===== config.mk =====
export PLATFORM = sky130hd
export DESIGN_NAME = c2aer_isqrt
export DESIGN_NICKNAME = d
export VERILOG_FILES = /design/src/c2aer_pkg.sv /design/src/c2aer_isqrt.sv
export SDC_FILE = /design/constraint.sdc
export NUM_CORES = 2
export LEC_CHECK = 0
export BUFFER_PORTS_ARGS = -buffer_cell sky130_fd_sc_hd__buf_2
export CORE_MARGIN = 8
export CORE_UTILIZATION = 36
export DETAILED_ROUTE_END_ITERATION = 8
export PLACE_DENSITY = 0.53
export SYNTH_ARGS = -nofsm -noshare
export SYNTH_HDL_FRONTEND = slang
export SYNTH_SLANG_ARGS = --single-unit

===== constraint.sdc =====
create_clock -name clk -period 4.2 [get_ports clk]
set_input_delay 0.63 -clock clk [delete_from_list [all_inputs] [get_ports clk]]
set_output_delay 0.63 -clock clk [all_outputs]
set_load 0.1 [all_outputs]

===== src/c2aer_pkg.sv =====
// Package for the cartesian to azimuth/elevation/range block.
// Holds widths, pipeline latencies, the CORDIC arctangent table and angle helpers.
// Used by every module of the block; depends on nothing.
`timescale 1ns / 1ps

package c2aer_pkg;

  localparam int COORD_BITS  = 24;
  localparam int ANGLE_BITS  = 16;
  localparam int GUARD       = 16;
  localparam int ITERS       = 30;

  localparam int DW          = COORD_BITS + 1;          // coordinate difference
  localparam int XW          = COORD_BITS + GUARD + 6;  // CORDIC datapath
  localparam int ACC_W       = 32;                      // 2^32 units per turn
  localparam int OUT_ANGLE_W = 16;
  localparam int RANGE_W     = 25;
  localparam int SQ_W        = 2 * DW;
  localparam int SUM_W       = 2 * DW + 2;
  localparam int ROOT_W      = COORD_BITS + 1;
  localparam int KQ_W        = 31;
  localparam int PROD_W      = DW + KQ_W;
  localparam int Y2_SH       = 30 - GUARD;

  localparam logic [KQ_W-1:0]    KQ30      = 31'd1768195363;
  localparam logic [RANGE_W-1:0] RANGE_MAX = '1;

  localparam int CORDIC_LAT = ITERS + 1;
  localparam int RANGE_DLY  = 2 * CORDIC_LAT - ROOT_W;
  localparam int LATENCY    = 2 * CORDIC_LAT + 4;

  localparam logic [ACC_W-1:0] QUARTER_POS = 32'h4000_0000;
  localparam logic [ACC_W-1:0] QUARTER_NEG = 32'hC000_0000;

  typedef logic signed [XW-1:0]    coord_t;
  typedef logic [ACC_W-1:0]        acc_t;
  typedef logic [OUT_ANGLE_W-1:0]  angle_t;

  // Side data that travels through a CORDIC pipeline with its transaction.
  typedef struct packed {
    coord_t y2;
    angle_t az;
  } tag_t;

  function automatic acc_t atan_entry(input int i);
    acc_t a;
    unique case (i)
      0:  a = 32'd536870912;
      1:  a = 32'd316933406;
      2:  a = 32'd167458907;
      3:  a = 32'd85004756;
      4:  a = 32'd42667331;
      5:  a = 32'd21354465;
      6:  a = 32'd10679838;
      7:  a = 32'd5340245;
      8:  a = 32'd2670163;
      9:  a = 32'd1335087;
      10: a = 32'd667544;
      11: a = 32'd333772;
      12: a = 32'd166886;
      13: a = 32'd83443;
      14: a = 32'd41722;
      15: a = 32'd20861;
      16: a = 32'd10430;
      17: a = 32'd5215;
      18: a = 32'd2608;
      19: a = 32'd1304;
      20: a = 32'd652;
      21: a = 32'd326;
      22: a = 32'd163;
      23: a = 32'd81;
      24: a = 32'd41;
      25: a = 32'd20;
      26: a = 32'd10;
      27: a = 32'd5;
      28: a = 32'd3;
      29: a = 32'd1;
      default: a = '0;
    endcase
    return a;
  endfunction

  // Round the accumulator to ANGLE_BITS and fit it into the output field.
  function automatic angle_t angle_out(input acc_t a);
    acc_t                  s;
    logic [ANGLE_BITS-1:0] v;
    s = a + (ACC_W'(1) << (ACC_W - ANGLE_BITS - 1));
    v = s[ACC_W-1 -: ANGLE_BITS];
    return OUT_ANGLE_W'(signed'(v));
  endfunction

  function automatic logic [DW-1:0] mag(input logic signed [DW-1:0] d);
    return d[DW-1] ? DW'(-d) : DW'(d);
  endfunction

endpackage


===== src/c2aer_isqrt.sv =====
// Pipelined integer square root, one result bit per stage, then round to nearest.
// Depends on c2aer_pkg for widths and the range saturation limit.
`timescale 1ns / 1ps

module c2aer_isqrt (
  input  logic                               clk,
  input  logic [c2aer_pkg::SUM_W-1:0]        in_sum,
  output logic [c2aer_pkg::RANGE_W-1:0]      out_root
);

  // rem holds sum - root^2 at each stage.
  logic [c2aer_pkg::SUM_W-1:0]  rem  [c2aer_pkg::ROOT_W+1];
  logic [c2aer_pkg::ROOT_W-1:0] root [c2aer_pkg::ROOT_W+1];
  logic [c2aer_pkg::ROOT_W:0]   rounded;

  assign rem[0]  = in_sum;
  assign root[0] = '0;

  for (genvar k = 0; k < c2aer_pkg::ROOT_W; k++) begin : g_bit
    localparam int B = c2aer_pkg::ROOT_W - 1 - k;
    logic [c2aer_pkg::SUM_W-1:0] trial;

    assign trial = (c2aer_pkg::SUM_W'(root[k]) << (B + 1))
                 | (c2aer_pkg::SUM_W'(1) << (2 * B));

    always_ff @(posedge clk) begin
      if (rem[k] >= trial) begin
        rem[k+1]  <= rem[k] - trial;
        root[k+1] <= root[k] | (c2aer_pkg::ROOT_W'(1) << B);
      end else begin
        rem[k+1]  <= rem[k];
        root[k+1] <= root[k];
      end
    end
  end

  // The sum lies past r*(r+1) exactly when the remainder exceeds r.
  always_comb begin
    if (rem[c2aer_pkg::ROOT_W] > c2aer_pkg::SUM_W'(root[c2aer_pkg::ROOT_W])) begin
      rounded = (c2aer_pkg::ROOT_W+1)'(root[c2aer_pkg::ROOT_W]) + 1'b1;
    end else begin
      rounded = (c2aer_pkg::ROOT_W+1)'(root[c2aer_pkg::ROOT_W]);
    end
  end

  always_ff @(posedge clk) begin
    if (64'(rounded) > 64'(c2aer_pkg::RANGE_MAX)) begin
      out_root <= c2aer_pkg::RANGE_MAX;
    end else begin
      out_root <= c2aer_pkg::RANGE_W'(rounded);
    end
  end

endmodule


# Yosys cells after proc, flatten, opt, wreduce, memory -nomap -nowiden
# Cells that the tools add are included.
[classes]
mux = 27
n_addsub = 26
magnitude_cmp = 27
shift = 0
reduce_logical = 0
n_bitwise = 0
div = 0
multipliers = 0
eq_ne = 0
[op_table]
columns = ["cell", "count"]
rows = [
  ["52-bit 2-to-1 mux", 25],
  ["52-bit by 26-bit >= comparator with 1-bit output", 1],
  ["52-bit by 27-bit >= comparator with 1-bit output", 1],
  ["52-bit by 28-bit >= comparator with 1-bit output", 1],
  ["52-bit by 29-bit >= comparator with 1-bit output", 1],
  ["52-bit by 30-bit >= comparator with 1-bit output", 1],
  ["52-bit by 31-bit >= comparator with 1-bit output", 1],
  ["52-bit by 32-bit >= comparator with 1-bit output", 1],
  ["52-bit by 33-bit >= comparator with 1-bit output", 1],
  ["52-bit by 34-bit >= comparator with 1-bit output", 1],
  ["52-bit by 35-bit >= comparator with 1-bit output", 1],
  ["52-bit by 36-bit >= comparator with 1-bit output", 1],
  ["52-bit by 37-bit >= comparator with 1-bit output", 1],
  ["52-bit by 38-bit >= comparator with 1-bit output", 1],
  ["52-bit by 39-bit >= comparator with 1-bit output", 1],
  ["52-bit by 40-bit >= comparator with 1-bit output", 1],
  ["52-bit by 41-bit >= comparator with 1-bit output", 1],
  ["52-bit by 42-bit >= comparator with 1-bit output", 1],
  ["52-bit by 43-bit >= comparator with 1-bit output", 1],
  ["52-bit by 44-bit >= comparator with 1-bit output", 1],
  ["52-bit by 45-bit >= comparator with 1-bit output", 1],
  ["52-bit by 46-bit >= comparator with 1-bit output", 1],
  ["52-bit by 47-bit >= comparator with 1-bit output", 1],
  ["52-bit by 48-bit >= comparator with 1-bit output", 1],
  ["32 further kinds", 32],
]
[totals]
memories = 0
romBits = 0
out_inout_bits = 25
inputBits = 53
ff_bits = 1950
elab_cells = 155
mem_bits_rw = 0
latchBits = 0

# Logic depth before layout (Yosys ltp)
[logic_depth]
depth_word = 3
depth_mapped = 15
mapped_depth_nobuf = 12

# Least setup slack after synthesis
# OpenSTA, ideal clock, no wires.
[synth_timing]
path_type = "register to register"
from = "register rem[459] (netlist name)"
to = "register rem[382] (netlist name)"
n_path_buf = 1
stages_incl_launch_ff = 10
path_slack_ns = 0.842
required_ns = 4.079
setup_ns = 0.121
synth_period_minus_slack_ns = 3.358
arrival_ns = 3.237
path_cell_list = "dfxtp_1 -> or4_1 -> or3_1 -> or4_1 -> or3_1 -> nor4_1 -> nand3_1 -> nor2_2 -> buf_4 -> mux2_2"
[synth_between]
elab_chain_cells = 2
[synth_rtl]
columns = ["item", "line_no", "rtl"]
rows = [
  ["start, declared", "c2aer_isqrt.sv:12", "logic [c2aer_pkg::SUM_W-1:0] rem [c2aer_pkg::ROOT_W+1];"],
  ["start signal, assigned by index", "c2aer_isqrt.sv:28", "rem[k+1] <= rem[k] - trial;"],
  ["start signal, assigned by index", "c2aer_isqrt.sv:31", "rem[k+1] <= rem[k];"],
  ["52-bit by 33-bit >= comparator with 1-bit output", "c2aer_isqrt.sv:27", "if (rem[k] >= trial) begin"],
  ["52-bit 2-to-1 mux", "c2aer_isqrt.sv:27", ""],
]
# No other way between the ends.
# A chain may end at the register's enable or synchronous reset.

# Final worst setup path
[layout_timing]
from = "register root (netlist bit g_bit[16].trial[31])"
to = "register rem[458] (netlist name)"
[layout_between]
elab_chain_cells = 2
elab_cells_between_ends = 3
cone_classes = "add/sub (1); order compare (1); mux (1)"
[layout_rtl]
columns = ["item", "line_no", "rtl"]
rows = [
  ["start, declared", "c2aer_isqrt.sv:13", "logic [c2aer_pkg::ROOT_W-1:0] root [c2aer_pkg::ROOT_W+1];"],
  ["start signal, assigned by index", "c2aer_isqrt.sv:29", "root[k+1] <= root[k] | (c2aer_pkg::ROOT_W'(1) << B);"],
  ["start signal, assigned by index", "c2aer_isqrt.sv:32", "root[k+1] <= root[k];"],
  ["52-bit by 34-bit subtractor with 52-bit output / 52-bit by 34-bit >= comparator with 1-bit output (equally long branches)", "c2aer_isqrt.sv:28, c2aer_isqrt.sv:27", ""],
  ["52-bit 2-to-1 mux (*)", "c2aer_isqrt.sv:27", ""],
]
# Mark *: on every way between the ends. The rest lies on a longest branch, timed or not.

==> impl_results.rst <==
.. list-table::
   :header-rows: 1

   * - Metric
     - Value
   * - Slew at the pin closest to its max-slew limit
     - 1.146 ns
   * - Max-cap violations
     - 0
   * - Max Clk Rate
     - about 250 MHz
   * - Share of the clock period used by the worst path after layout
     - 0.9588
   * - Most frequent cells in the layout
     - sky130_fd_sc_hd__dfxtp_1, sky130_fd_sc_hd__inv_1, sky130_fd_sc_hd__nand2_1, sky130_fd_sc_hd__nor2_1, sky130_fd_sc_hd__ha_1
   * - Non-Filler Cell Area, Final
     - between 70,000 and 80,000 µm²
   * - First-pass detailed-route iteration total
     - 7
   * - Combined area of the multi-input logic cells
     - 28,090 µm²
   * - Final Slew Violations
     - 0
   * - DRC viols
     - 0
   * - TritonCTS clock tree
     - done
   * - Via count
     - between 40,000 and 50,000
   * - Clk sink count
     - 1,650
   * - Count of buffers added by post-CTS timing repair for setup
     - 0
   * - Clock-pin transition on the worst setup and hold timing paths
     - 0.06 ns
   * - Synth warnings
     - 0
   * - Die ar.
     - 189,600 µm²
   * - Final critical path time including I/O delays and setup
     - 4.027 ns
   * - Average cell area after synthesis
     - 9.933 µm²
   * - Global-route wire length before repair
     - around 240,000 µm
   * - Average wire length per cell after detail routing
     - 16.75 µm
   * - Pin count of the biggest net entering global routing
     - 44
   * - Post-synth EDFFs
     - 0
   * - Layout overhead on the synthesized area
     - 15.62%
   * - Initial DRC Count
     - 2,159
   * - Post-layout power
     - around 48 mW
   * - Instance area after placement
     - 66,620 µm²
   * - Via count of the first global-routing pass
     - 45,280
   * - Setup repair after global routing missed its margin
     - no
   * - Layout Nets
     - between 7,000 and 8,000
   * - Max Buffers Root-to-Sink
     - 3
   * - Count of pins on the block boundary
     - 78
   * - Post-Synthesis Cells
     - 6,375
   * - Rel. slew slack
     - 0.2329
   * - Initial standard-cell utilization of the core
     - 0.3607
   * - Die Y
     - around 440 µm
   * - Cts repair resizes
     - 0
   * - Start point of the worst min-delay path
     - in_sum[49]
   * - Dominant register cell in the synthesized netlist
     - sky130_fd_sc_hd__dfxtp_1
   * - Fraction of layout cells with a size suffix above 1
     - 0.08184
   * - Cell depth of the worst min-delay path
     - 3
   * - Placement row count
     - ~150
   * - Peak supply drop
     - 405.6 µV
   * - Sequential standard cell area
     - 33,030 µm²
   * - End-of-flow core utilization
     - 0.4171
   * - Number of I/O port buffers
     - 77
   * - Gr ovfl total
     - 0
   * - Arr. time, crit path
     - 4.73 ns
   * - Number of buffers created by CTS
     - 170
   * - Destination of the worst hold path
     - rem[1297]
   * - Global placement routability congestion
     - 0.8924
   * - GRT Total Usage
     - 0.1557
   * - Antenna violations before repair
     - 3
   * - Sequential fraction of the synthesis area
     - 0.5216
   * - Register-to-Register Path Depth
     - 11
   * - Clk_lat worst skew
     - 0.81 ns
   * - Critical setup path kind
     - reg -> reg
   * - Hold Violations, Final
     - 0
   * - Worst-path fanout max
     - 7
   * - R2R Setup Slk
     - 0.17 ns
   * - Total length of routed wires
     - around 150,000 µm
   * - Leak
     - ~33 nW
   * - Die outline width
     - around 440 µm
   * - Total negative slack for setup checks
     - 0 ns
   * - Skew final
     - 0.08069 ns
   * - Cell Pwr Density
     - about 660 nW/µm²
   * - Mean number of vias per cell
     - 4.894
   * - R2r startpoint
     - g_bit[16].trial[31]
   * - Level count of the clock H-tree
     - 4
   * - Nature of the critical path startpoint
     - flop
   * - Placed cell count
     - 8,722
   * - Class of the tightest hold or removal check
     - in -> reg
   * - Count of placed standard cells in the final layout, fillers left out
     - 9,086
   * - ANT nets after route
     - 0
   * - Final setup violation count
     - 0
   * - Worst reg2reg path endpoint
     - rem[458]
   * - Kind of capture point of the worst setup path
     - flop
   * - Synth cell types
     - 83
   * - Synth Cell Area
     - ~63,000 µm²
   * - CP required
     - 4.90 ns
   * - CTS Root Buffer Type
     - sky130_fd_sc_hd__clkbuf_16
   * - Detailed placement HPWL
     - roughly 120,000 µm
   * - Status
     - complete, no violations
   * - Most common library cell in the layout ignoring fill and taps
     - sky130_fd_sc_hd__dfxtp_1
   * - Layout filler cell count
     - 16,930
   * - Register bit total from synthesis
     - 1,650
   * - Post-synth net total
     - 6,804
   * - Core region area
     - 175,500 µm²
   * - Fraction of synthesis flops using an asynchronous set or reset pin
     - 0
-- final cells by class --
class	count	area share
antenna	1	0.00003418
timing repair buffer	174	0.01736
sequential	1650	0.4512
tap	2340	0.03999
multi-input combinational	4134	0.3837
inverter	472	0.02420
clock inverter	93	0.01917
clock buffer	222	0.06433
-- registers in the layout, summed over array words and instances, names as in the netlist --
name         count
out_root        25
g_bit.trial    300
root            25
rem           1300
-- critical path, stage by stage (launching register included) --
cell	delay (ns)
sky130_fd_sc_hd__dfxtp_1	0.35
sky130_fd_sc_hd__inv_1	0.05
sky130_fd_sc_hd__ha_1	0.39
sky130_fd_sc_hd__nand4_1	0.13
sky130_fd_sc_hd__or4_1	0.62
sky130_fd_sc_hd__nor4_1	0.88
sky130_fd_sc_hd__or4_1	0.22
sky130_fd_sc_hd__nor4_1	0.06
sky130_fd_sc_hd__o211a_2	0.18
sky130_fd_sc_hd__or4_1	0.56
sky130_fd_sc_hd__nor4_1	0.29
sky130_fd_sc_hd__xor2_1	0.19
-- logic make-up (layout without fill, tap and decap cells) --
group	Yosys count	count (layout)	synth area share
buffers and inverters	591	961	0.03527
flip-flops	1650	1650	0.5216
other	0	1	0
multiplexers	75	75	0.01310
AO/OA/AOI/OAI	1170	1170	0.1167
adder cells (fa/ha/maj)	376	376	0.07429
XOR/XNOR	600	600	0.08299
AND/OR/NAND/NOR	1913	1913	0.1560
-- cells in the mapped netlist (49+ instances only) --
master / n / share of area
sky130_fd_sc_hd__nor2b_1: 53 / 0.0052
sky130_fd_sc_hd__dfxtp_1: 1650 / 0.52
sky130_fd_sc_hd__a21oi_1: 349 / 0.028
sky130_fd_sc_hd__nor2_1: 382 / 0.023
sky130_fd_sc_hd__inv_1: 468 / 0.028
sky130_fd_sc_hd__a21o_1: 145 / 0.017
sky130_fd_sc_hd__nand3_1: 110 / 0.0087
sky130_fd_sc_hd__nand2_1: 423 / 0.025
sky130_fd_sc_hd__or3_1: 88 / 0.0087
sky130_fd_sc_hd__nand2b_1: 66 / 0.0065
sky130_fd_sc_hd__o21a_1: 87 / 0.010
sky130_fd_sc_hd__nor3_1: 202 / 0.016
sky130_fd_sc_hd__mux2_2: 63 / 0.011
sky130_fd_sc_hd__nor4_1: 234 / 0.023
sky130_fd_sc_hd__or4_1: 49 / 0.0058
sky130_fd_sc_hd__nand4_1: 96 / 0.0095
sky130_fd_sc_hd__o21ai_0: 288 / 0.023
sky130_fd_sc_hd__xnor2_1: 308 / 0.043
sky130_fd_sc_hd__xor2_1: 292 / 0.040
sky130_fd_sc_hd__ha_1: 376 / 0.074
sky130_fd_sc_hd__clkbuf_1: 101 / 0.0060
-- metrics by stage --
step	setup WS, ns	hold WS [ns]
after floorplan	0.8424	0.3224
after global placement	0.2942	0.3273
after detailed placement	0.2424	0.3294
after CTS	0.1851	0.01444
after global routing	0.07712	0.06376
final	0.1728	0.08701
-- worst max-delay path by stage --
stage	slack, ns	to	depth (start not counted)	from
detailed placement	0.24	rem[467]	12	g_bit[16].trial[31]
floorplan	0.84	rem[382]	9	rem[459]
global placement	0.29	rem[458]	11	g_bit[16].trial[31]
CTS	0.19	rem[467]	12	g_bit[16].trial[31]
finish	0.17	rem[458]	11	g_bit[16].trial[31]
global route	0.08	rem[467]	12	g_bit[16].trial[31]
-- repair_timing --
item	in CTS	in global routing
endpoints found under the hold margin	48	0
setup endpoints to repair	0	0
hold buffers	48	0
-- power breakdown --
part	switching (mW)	internal (mW)
Clock	6.45	9.45
Combinational	5.75	4.31
Sequential	3.01	19.2
-- metal layers --
layer | track usage | vias to the layer above | routed length [µm]
met1 | 0.1746 | 20800 | 63470
li1 | - | 22700 | -
met3 | 0.02442 | 275 | 4806
met4 | 0.05097 | 0 | 4599
met5 | 0 | - | 0
met2 | 0.2982 | 692 | 79310
(Power assumes the default switching activity.)
